[src/hdl/b64sc_pkg.sv]
`timescale 1ns / 1ps

package b64sc_pkg;

    // ascii codes used by the codec
    localparam logic [7:0] PAD_CHAR   = 8'h3D;   // '='
    localparam logic [7:0] CHAR_UP_A  = 8'h41;   // 'A'
    localparam logic [7:0] CHAR_UP_Z  = 8'h5A;   // 'Z'
    localparam logic [7:0] CHAR_LO_A  = 8'h61;   // 'a'
    localparam logic [7:0] CHAR_LO_Z  = 8'h7A;   // 'z'
    localparam logic [7:0] CHAR_0     = 8'h30;   // '0'
    localparam logic [7:0] CHAR_9     = 8'h39;   // '9'
    localparam logic [7:0] CHAR_PLUS  = 8'h2B;   // '+'
    localparam logic [7:0] CHAR_SLASH = 8'h2F;   // '/'

    // codec_mode values
    localparam logic MODE_ENCODE = 1'b0;
    localparam logic MODE_DECODE = 1'b1;

    // decoded symbol: value and whether it is in the alphabet
    typedef struct packed {
        logic       valid;
        logic [5:0] value;
    } t_sym;

    // 6-bit value to alphabet character
    function automatic logic [7:0] sym_char(input logic [5:0] v);
        logic [7:0] w;
        w = {2'b00, v};
        if (v < 6'd26) begin
            return w + CHAR_UP_A;
        end else if (v < 6'd52) begin
            return w + (CHAR_LO_A - 8'd26);
        end else if (v < 6'd62) begin
            return w + (CHAR_0 - 8'd52);
        end else if (v == 6'd62) begin
            return CHAR_PLUS;
        end
        return CHAR_SLASH;
    endfunction

    // alphabet character to 6-bit value
    function automatic t_sym sym_decode(input logic [7:0] c);
        t_sym       s;
        logic [7:0] d;
        s = '0;
        d = 8'h00;
        if (c >= CHAR_UP_A && c <= CHAR_UP_Z) begin
            d = c - CHAR_UP_A;
            s.valid = 1'b1;
        end else if (c >= CHAR_LO_A && c <= CHAR_LO_Z) begin
            d = c - CHAR_LO_A + 8'd26;
            s.valid = 1'b1;
        end else if (c >= CHAR_0 && c <= CHAR_9) begin
            d = c - CHAR_0 + 8'd52;
            s.valid = 1'b1;
        end else if (c == CHAR_PLUS) begin
            d = 8'd62;
            s.valid = 1'b1;
        end else if (c == CHAR_SLASH) begin
            d = 8'd63;
            s.valid = 1'b1;
        end
        s.value = d[5:0];
        return s;
    endfunction

endpackage

[src/hdl/base64_stream_codec_top.sv]
`timescale 1ns / 1ps

// channel   | direction | signals                                  | word
// ----------+-----------+------------------------------------------+---------------------------
// s_axis    | in        | tvalid tready tdata[7:0] tlast           | tdata: in_byte; tlast: in_last
// m_axis    | out       | tvalid tready tdata[7:0] tlast tuser[0]  | tdata: out_byte; tlast: run_end;
//           |           |                                          | tuser: bad_symbol
// cfg       | in        | i_cfg_wr_en i_cfg_wr_data                | codec_mode
//
// a word that completes a group loads the 1..4 results into the output register in
// the accept cycle; they leave one per cycle on m_axis while m_axis_tready is high,
// the first on the next cycle. s_axis_tready is high while the output register is
// empty or hands out its last word, so no input is taken while more words wait.
// reset (synchronous, active low) clears the mode and the group state and empties the output register.
// a stall on m_axis holds the output register, and s_axis until its last word is taken.

module base64_stream_codec_top (
    input  logic       i_clk,
    input  logic       i_rst_n,
    input  logic       i_cfg_wr_en,
    input  logic       i_cfg_wr_data,
    input  logic       s_axis_tvalid,
    output logic       s_axis_tready,
    input  logic [7:0] s_axis_tdata,   // [7:0] in_byte
    input  logic       s_axis_tlast,
    output logic       m_axis_tvalid,
    input  logic       m_axis_tready,
    output logic [7:0] m_axis_tdata,   // [7:0] out_byte
    output logic       m_axis_tlast,
    output logic [0:0] m_axis_tuser    // [0] bad_symbol
);

    // group state
    logic        r_mode;
    logic [23:0] r_bits;
    logic [1:0]  r_cnt;
    logic [1:0]  r_pad;
    logic        r_err;

    // output register: up to four words, lowest byte leaves first
    logic [31:0] r_obuf;
    logic [2:0]  r_ocnt;
    logic        r_oerr;

    logic [23:0] n_bits;
    logic [1:0]  n_cnt;
    logic [1:0]  n_pad;
    logic        n_err;
    logic        n_done;
    logic [31:0] n_obuf;
    logic [2:0]  n_ocnt;

    logic        in_acc;
    logic        out_acc;
    logic [2:0]  grp_n;
    logic [23:0] enc_bits;
    logic [23:0] dec_bits;
    logic [1:0]  dec_pad;
    logic        dec_err;
    logic        is_pad;
    logic [5:0]  dec_val;
    logic [1:0]  fin_pad;
    b64sc_pkg::t_sym sym;

    // handshakes
    assign out_acc       = m_axis_tvalid && m_axis_tready;
    assign s_axis_tready = (r_ocnt == 3'd0) || (r_ocnt == 3'd1 && m_axis_tready);
    assign in_acc        = s_axis_tvalid && s_axis_tready;

    assign m_axis_tvalid   = (r_ocnt != 3'd0);
    assign m_axis_tdata    = r_obuf[7:0];
    assign m_axis_tlast    = (r_ocnt == 3'd1);
    assign m_axis_tuser[0] = r_oerr;

    assign grp_n = {1'b0, r_cnt} + 3'd1;

    // encode: merge the byte into the group
    always_comb begin
        unique case (r_cnt)
            2'd0:    enc_bits = r_bits | {s_axis_tdata, 16'h0000};
            2'd1:    enc_bits = r_bits | {8'h00, s_axis_tdata, 8'h00};
            default: enc_bits = r_bits | {16'h0000, s_axis_tdata};
        endcase
    end

    // decode: symbol value, padding marks and error
    always_comb begin
        sym     = b64sc_pkg::sym_decode(s_axis_tdata);
        is_pad  = (s_axis_tdata == b64sc_pkg::PAD_CHAR);
        dec_val = (sym.valid && !is_pad) ? sym.value : 6'd0;
        dec_err = r_err | (!is_pad && !sym.valid);
        dec_pad = r_pad;
        if (is_pad && r_cnt == 2'd2) begin
            dec_pad[1] = 1'b1;
        end
        if (is_pad && r_cnt == 2'd3) begin
            dec_pad[0] = 1'b1;
        end
        unique case (r_cnt)
            2'd0: dec_bits = r_bits | {dec_val, 18'h0};
            2'd1: dec_bits = r_bits | {6'h0, dec_val, 12'h0};
            2'd2: dec_bits = r_bits | {12'h0, dec_val, 6'h0};
            2'd3: dec_bits = r_bits | {18'h0, dec_val};
        endcase
        // missing positions of a short group count as padding
        fin_pad = dec_pad;
        if (grp_n < 3'd3) begin
            fin_pad[1] = 1'b1;
        end
        if (grp_n < 3'd4) begin
            fin_pad[0] = 1'b1;
        end
    end

    // next group state and output words
    always_comb begin
        if (r_mode == b64sc_pkg::MODE_ENCODE) begin
            n_done = (grp_n == 3'd3) || s_axis_tlast;
            n_bits = enc_bits;
            n_pad  = r_pad;
            n_err  = r_err;
            n_obuf[7:0]   = b64sc_pkg::sym_char(enc_bits[23:18]);
            n_obuf[15:8]  = b64sc_pkg::sym_char(enc_bits[17:12]);
            n_obuf[23:16] = (grp_n >= 3'd2) ? b64sc_pkg::sym_char(enc_bits[11:6])
                                            : b64sc_pkg::PAD_CHAR;
            n_obuf[31:24] = (grp_n >= 3'd3) ? b64sc_pkg::sym_char(enc_bits[5:0])
                                            : b64sc_pkg::PAD_CHAR;
            n_ocnt = 3'd4;
        end else begin
            n_done = (r_cnt == 2'd3) || s_axis_tlast;
            n_bits = dec_bits;
            n_pad  = dec_pad;
            n_err  = dec_err;
            n_obuf[7:0]   = dec_bits[23:16];
            n_obuf[15:8]  = fin_pad[1] ? dec_bits[7:0] : dec_bits[15:8];
            n_obuf[23:16] = dec_bits[7:0];
            n_obuf[31:24] = 8'h00;
            n_ocnt = 3'd1 + {2'b00, !fin_pad[1]} + {2'b00, !fin_pad[0]};
        end
        n_cnt = grp_n[1:0];
    end

    // group registers
    always_ff @(posedge i_clk) begin
        if (!i_rst_n) begin
            r_mode <= b64sc_pkg::MODE_ENCODE;
            r_bits <= 24'h0;
            r_cnt  <= 2'd0;
            r_pad  <= 2'd0;
            r_err  <= 1'b0;
        end else if (i_cfg_wr_en) begin
            r_mode <= i_cfg_wr_data;
            r_bits <= 24'h0;
            r_cnt  <= 2'd0;
            r_pad  <= 2'd0;
            r_err  <= 1'b0;
        end else if (in_acc) begin
            if (n_done) begin
                r_bits <= 24'h0;
                r_cnt  <= 2'd0;
                r_pad  <= 2'd0;
                r_err  <= 1'b0;
            end else begin
                r_bits <= n_bits;
                r_cnt  <= n_cnt;
                r_pad  <= n_pad;
                r_err  <= n_err;
            end
        end
    end

    // output register
    always_ff @(posedge i_clk) begin
        if (!i_rst_n) begin
            r_ocnt <= 3'd0;
        end else if (in_acc && n_done) begin
            r_ocnt <= n_ocnt;
        end else if (out_acc) begin
            r_ocnt <= r_ocnt - 3'd1;
        end
    end

    // output payload
    always_ff @(posedge i_clk) begin
        if (in_acc && n_done) begin
            r_obuf <= n_obuf;
            r_oerr <= (r_mode == b64sc_pkg::MODE_DECODE) ? n_err : 1'b0;
        end else if (out_acc) begin
            r_obuf <= {8'h00, r_obuf[31:8]};
        end
    end

endmodule

[config.mk]
export PLATFORM = sky130hd
export DESIGN_NAME = base64_stream_codec_top
export DESIGN_NICKNAME = d
export VERILOG_FILES = /design/src/hdl/b64sc_pkg.sv /design/src/hdl/base64_stream_codec_top.sv
export SDC_FILE = /design/constraint.sdc
export NUM_CORES = 1
export LEC_CHECK = 0
export ABC_CLOCK_PERIOD_IN_PS = 2880
export CORE_ASPECT_RATIO = 0.6
export CORE_MARGIN = 2
export CORE_UTILIZATION = 59
export DETAILED_ROUTE_END_ITERATION = 10
export DONT_BUFFER_PORTS = 1
export PLACE_DENSITY = 0.78
export SYNTH_ARGS = -nofsm -noshare
export SYNTH_HDL_FRONTEND = slang
export SYNTH_SLANG_ARGS = --single-unit
[constraint.sdc]
create_clock -name i_clk -period 2.88 [get_ports i_clk]
set_input_delay 0.144 -clock i_clk [delete_from_list [all_inputs] [get_ports i_clk]]
set_output_delay 0.144 -clock i_clk [all_outputs]
set_load 0.005 [all_outputs]
After elaboration in Yosys (flattened, before gate mapping)
Index checks and enable logic that the tools add are counted.

word-level totals
  flip-flop bits (word level) = 66
  input bits = 15
  output and inout bits = 12

cells by class
  $add $sub $neg = 21
  $lt $le $gt $ge = 22
  eq/ne operators = 12
  multiplexer cells = 74
  bitwise gates (word level) = 9
  reduce and logical (&&, ||, !) cells = 25

operators by type and width
  kind                 number
  $mux 8               23
  $mux 32              3
  $pmux 24 s4          1
  $add 6x7->8 const B  8
  $lt 6x6->1 const B   8
  $mux 24              2
  $or 24x24->24        2
  $pmux 24 s2          1
  $mux 6               6
  $add 7x3->8 const B  4
  $mux 1               32
  $eq 6x6->1 const B   4
  $eq 8x6->1 const B   3
  $lt 6x5->1 const B   4
  $or 24x12->24        1
  $or 24x16->24        1
  $or 24x18->24        1
  $or 24x6->24         1
  $or 24x8->24         1
  $ge 8x7->1 const B   2
  $le 8x7->1 const B   2
  $sub 6x6->6 const B  2
  $logic_and 1x1->1    11
  $mux 3               3
  27 further kinds     37

Longest topological paths before layout
  word-level depth = 13
  depth in mapped cells = 14

Worst setup path after synthesis
Ideal clock, no wire load.

  kind = reg-to-reg
  start point = reg r_cnt[0]
  end point = reg r_obuf[27], data pin
  library setup time = 0.147 ns
  arrival time = 2.696 ns
  required time = 2.733 ns
  slack = 0.036 ns
  stages on the path, launching flop included = 14
  path buffers = 2
  period minus slack after synthesis = 2.844 ns
  cell sequence = dfxtp_1 > inv_1 > ha_1 > buf_4 > nor2_1 > buf_2 > a21o_1 > inv_1 > ha_1 > nor3_2 > and3_1 > nor2_1 > a22o_1 > a21oi_1

on the way
  cells in the longest elaborated chain, start to end = 12
  elaborated cells between the ends (all ways) = 30
  classes of those cells = add/sub (4); order compare (4); eq/ne (4); mux (14); reduce/logical (4)

ends and longest elaborated chain
  item                                                                 line                            text
  start: declaration                                                   base64_stream_codec_top.sv:36   logic [1:0] r_cnt;
  start signal: assignment                                             base64_stream_codec_top.sv:165  r_cnt <= n_cnt;
  parallel branches: the longest is 11 deep, another holds $lt 6x6->1  --
  $mux 32 *                                                            base64_stream_codec_top.sv:185  if (in_acc && n_done) begin
  end signal: assignment                                               base64_stream_codec_top.sv:186  r_obuf <= n_obuf;
  end signal: assignment                                               base64_stream_codec_top.sv:189  r_obuf <= {8'h00, r_obuf[31:8]};
  end: declaration                                                     base64_stream_codec_top.sv:41   logic [31:0] r_obuf;

Mark *: on every way between the ends. The select of a mux whose other input is x is not followed.
A chain may end at the register's enable or synchronous reset.

Worst setup path after layout
  start point = reg r_cnt[1]
  end point = reg r_obuf[8], data pin

on the way
  cells in the longest elaborated chain, start to end = 11
  elaborated cells between the ends (all ways) = 35
  classes of those cells = add/sub (4); order compare (4); eq/ne (5); mux (17); reduce/logical (5)

ends and longest elaborated chain
  item                                                                 line
  parallel branches: the longest is 10 deep, another holds $lt 6x6->1  --
  $mux 32 *                                                            base64_stream_codec_top.sv:185

Marks and branches as above.

==> results.py <==
metrics = {
    "synthesis": {
        "yosys.area.top_type": "sky130_fd_sc_hd__edfxtp_1",
        "synth_top_area_share_pct": 17.2,
        "synthesis.area_per_instance_um2": 7.97,
        "ys_seq_area_share_pct": 28.7,
        "syn_inst": 721,
        "synth_ff_type": "sky130_fd_sc_hd__edfxtp_1",
        "synth_enable_flop_cells": 33,
        "total_standard_cell_area_after_synthesis_um2": 5750,
        "synth-warning-count": 0,
        "yosys_register_bits": 66,
        "postSynthNetCount": 774,
        "ys_types": 79,
        "ys_async_sr_fraction_pct": 0,
        "yosys-top-cells-area": "sky130_fd_sc_hd__edfxtp_1 (17%), sky130_fd_sc_hd__dfxtp_1 (11%), sky130_fd_sc_hd__ha_1 (8.3%), sky130_fd_sc_hd__nand2_1 (6.3%), sky130_fd_sc_hd__a21oi_1 (5.4%)",
    },
    "critical_path": {
        "setup.worst_path.start_class": "register",
        "critical_path.reg2reg.startpoint": "r_cnt[1]$_SDFFE_PP0P_",
        "worst_path_largest_cell_delay_ns": 0.43,
        "regToRegSetupSlack_ns": 0.10,
        "crit_required_ns": 2.95,
        "regToRegEndpoint": "r_obuf[8]$_DFFE_PP_",
        "worstPathBufferInverterCount": 3,
        "critPathMaxFanout": 5,
        "reg2reg_depth": 11,
        "cp.arrival_ns": 2.84,
        "critical_path_cell_list": "inv_1 > ha_2 > a21o_1 > inv_1 > ha_1 > or3_1 > buf_4 > a21oi_1 > mux2i_2 > a22oi_1 > o31ai_1",
        "timing.critical_path.max_delay_family": "compound AO/OA/AOI/OAI gates",
        "endpoint_kind": "register",
        "critical-path-slowest-cell": "sky130_fd_sc_hd__or3_1",
        "setup.worst_path.class": "register to register",
        "cell_occurring_most_often_along_the_worst_timing_path": "sky130_fd_sc_hd__inv_1",
    },
    "timing": {
        "worst_slew_margin_rel_pct": 61.0,
        "maxSlewViolCount": 0,
        "max_clock_freq_mhz": 360,
        "period_share_pct": 96.4,
        "worst_hold_slack_ns": 0.000554,
        "endpoints_failing_hold": 0,
        "rsz_0062_raised_after_global_routing": "yes",
        "fin_crit_ns": 2.78,
        "timing_worst_slew_pin_value_ns": 0.581,
        "setup_total_negative_slack_ns": 0,
        "finClkSkew_ns": 0.00666,
        "final-setup-viol-count": 0,
    },
    "clock_network": {
        "clkSinkCount": 66,
        "h_tree_levels": 3,
        "path_clk_slew_ns": 0.06,
        "numCtsBuffers": 9,
        "max-clock-path-buffers": 2,
        "clkLatencyLatePin_ns": 0.34,
        "cts_tree": "built",
        "cts_root_buf": "sky130_fd_sc_hd__clkbuf_16",
    },
    "hold_path": {
        "worstHoldStart": "i_cfg_wr_data",
        "min_path_type": "input pin to register",
        "holdPathEnd": "r_mode$_SDFFE_PN0P_",
        "hold_path_depth": 2,
    },
    "detailed_routing": {
        "routed_wl_um": 19200,
        "route.detailed.vias_per_inst": 6.91,
        "routedWlPerCell_um": 21.7,
        "detailroute.via_count": 6111,
        "first_iter_violations": 900,
        "drt-pass1-iter-count": 6,
        "remaining_drc_errors": 0,
        "postRouteAntennaNets": 0,
    },
    "grt": {
        "first_pass_grt_wire_length_um": 30300,
        "gr-usage-all-layers_pct": 37.0,
        "pin_count_of_the_biggest_net_entering_global_routing": 34,
        "grt-ovfl-total": 0,
        "antenna_found_initial": 0,
        "vias_in_the_first_global_route": 5566,
    },
    "place": {
        "gp_congestion": 1.02,
        "dpl_cell_area_um2": 6140,
        "numPortBuffers": 0,
        "dp_hpwl_um": 14100,
    },
    "final_layout": {
        "fin_area_um2": 6480,
        "post_route_cells_drive_above_1_share_pct": 15.8,
        "n_antenna_cell": 0,
        "post_route_core_utilization_pct": 69.5,
        "area_growth_pct": 12.7,
        "final_nets": 802,
    },
    "run_status": {
        "run_status": "completed",
    },
    "power": {
        "p_per_area_nw_per_um2": 591,
        "total_power_uw": 3830,
        "power.ir.vdd_worst_mv": 0.409,
        "leakage_uw": 0.00265,
    },
    "flow_run": {
        "timing.max_cap.violations": 0,
    },
    "floorplan": {
        "fp.dieW_um": 131,
        "floorplan.die_area_um2": 10600,
        "ios": 27,
        "fp.dieH_um": 80.4,
        "initial_utilization_pct": 61.6,
        "core_area_um2": 9320,
        "placement_rows": 27,
    },
}
[layer usage]
metal | global-route usage (%) | wire, µm | vias to the layer above
met3 | 11.0 | 2820 | 69
met5 | 0 | 0 | -
li1 | - | - | 2721
met4 | 13.0 | 561 | 0
met2 | 52.9 | 7560 | 461
met1 | 52.6 | 8260 | 2860
[worst max path at each step]
stage               slack (ns)  cells past startpoint                       end                   start
floorplan                 0.04                     13  r_obuf[27]$_SDFFCE_PP0P_   r_cnt[0]$_SDFFE_PP0P_
global placement         -0.06                     11      r_obuf[11]$_DFFE_PP_   r_cnt[1]$_SDFFE_PP0P_
detailed placement       -0.04                     10      r_obuf[11]$_DFFE_PP_   r_cnt[0]$_SDFFE_PP0P_
CTS                      0.001                     10       r_obuf[2]$_DFFE_PP_  r_ocnt[0]$_SDFFE_PN0P_
global route             -0.03                     14      r_obuf[20]$_DFFE_PP_   r_cnt[0]$_SDFFE_PP0P_
finish                    0.10                     11       r_obuf[8]$_DFFE_PP_   r_cnt[1]$_SDFFE_PP0P_
[where the power goes]
part,switching (µW),internal [µW],total [µW]
sequential,101,1340,1440
combinational,880,500,1380
clock,431,576,1010
[sequential cells by signal (all words and copies together) (netlist names)]
signal and count:
m_axis_tuser 1, r_bits 24, r_cnt 2, r_err 1, r_mode 1, r_obuf 32, r_ocnt 3, r_pad 2
[final cells by class]
class / instances / area [µm²]
multi-input cells: 570 / 3770
fillers: 782 / 2850
flip-flops and latches: 66 / 1650
repair buffers: 63 / 488
clock buffers: 10 / 229
well taps: 130 / 163
inverters: 39 / 146
clock inverters: 6 / 33.8
[placed cells by master, fill, tap and decap left out, drive strengths merged, types with 10 or more instances in the layout]
cell | Yosys | layout
buf | 25 | 62
a221oi | 15 | 15
ha | 38 | 38
nand2 | 96 | 96
nor3 | 18 | 18
dfxtp | 33 | 33
a21o | 28 | 28
o31ai | 15 | 15
nand3 | 16 | 16
edfxtp | 33 | 33
clkbuf | 21 | 10
o21ai | 63 | 63
nor2 | 48 | 48
nand2b | 10 | 10
inv | 39 | 39
a21oi | 66 | 66
[repair_timing]
item / 4_1_cts / 5_1_grt
setup endpoints to repair: 6 / 23
pin swaps: 1 / 1
resized for setup: 4 / 16
buffers inserted: 1 / 2
hold buffers: 1 / 0
endpoints found under the hold margin: 4 / 0
[stage by stage]
| step | setup WS [ns] | std cells |
|---|---|---|
| floorplan | 0.0365 | 721 |
| global placement | -0.0587 | 864 |
| detailed placement | -0.0353 | 864 |
| CTS | 0.00149 | 882 |
| global route | -0.0275 | 884 |
| finish | 0.103 | 884 |
[cells by family (layout without fill, tap and decap cells)]
logic type               count (synthesis)  count (layout)  synth area share [%]
XOR/XNOR                                14              14                  2.13
multiplexers                             9               9                  1.59
buffers and inverters                   85             118                  6.62
adder cells (fa/ha/maj)                 38              38                  8.27
AO/OA/AOI/OAI                          276             276                  33.7
AND/OR/NAND/NOR                        233             233                  18.9
flip-flops                              66              66                  28.7
[worst reg2reg max path: stages, from the launching register on]
cell,delay [ns]
sky130_fd_sc_hd__dfxtp_1,0.31
sky130_fd_sc_hd__inv_1,0.07
sky130_fd_sc_hd__ha_2,0.24
sky130_fd_sc_hd__a21o_1,0.22
sky130_fd_sc_hd__inv_1,0.12
sky130_fd_sc_hd__ha_1,0.24
sky130_fd_sc_hd__or3_1,0.43
sky130_fd_sc_hd__buf_4,0.18
sky130_fd_sc_hd__a21oi_1,0.22
sky130_fd_sc_hd__mux2i_2,0.17
sky130_fd_sc_hd__a22oi_1,0.18
sky130_fd_sc_hd__o31ai_1,0.13
[cells in the mapped netlist (3+ instances only)]
master	n
sky130_fd_sc_hd__o211ai_1	7
sky130_fd_sc_hd__and3_1	8
sky130_fd_sc_hd__ha_1	38
sky130_fd_sc_hd__edfxtp_1	33
sky130_fd_sc_hd__a2111oi_0	3
sky130_fd_sc_hd__o21ai_0	60
sky130_fd_sc_hd__a32oi_1	3
sky130_fd_sc_hd__o21ai_1	3
sky130_fd_sc_hd__nor3b_1	4
sky130_fd_sc_hd__buf_4	10
sky130_fd_sc_hd__nand2b_1	10
sky130_fd_sc_hd__clkbuf_1	21
sky130_fd_sc_hd__inv_1	38
sky130_fd_sc_hd__nand4_1	6
sky130_fd_sc_hd__nor3_1	17
sky130_fd_sc_hd__a21boi_0	3
sky130_fd_sc_hd__a221oi_2	3
sky130_fd_sc_hd__nor2_1	48
sky130_fd_sc_hd__a22o_1	6
sky130_fd_sc_hd__nand3_1	16
sky130_fd_sc_hd__xor2_1	5
sky130_fd_sc_hd__nor2b_1	9
sky130_fd_sc_hd__o22ai_1	6
sky130_fd_sc_hd__nand2_1	96
sky130_fd_sc_hd__o311ai_0	3
sky130_fd_sc_hd__a22oi_1	5
sky130_fd_sc_hd__a21o_1	28
sky130_fd_sc_hd__a211o_1	3
sky130_fd_sc_hd__a211oi_1	5
sky130_fd_sc_hd__and2_1	5
sky130_fd_sc_hd__or3_1	4
sky130_fd_sc_hd__dfxtp_1	33
sky130_fd_sc_hd__mux2i_1	8
sky130_fd_sc_hd__o31ai_1	14
sky130_fd_sc_hd__a221oi_1	12
sky130_fd_sc_hd__buf_2	13
sky130_fd_sc_hd__a31oi_1	9
sky130_fd_sc_hd__xnor2_1	9
sky130_fd_sc_hd__a311oi_1	5
sky130_fd_sc_hd__a31o_2	3
sky130_fd_sc_hd__a21oi_1	62
(Power assumes the default switching activity.)
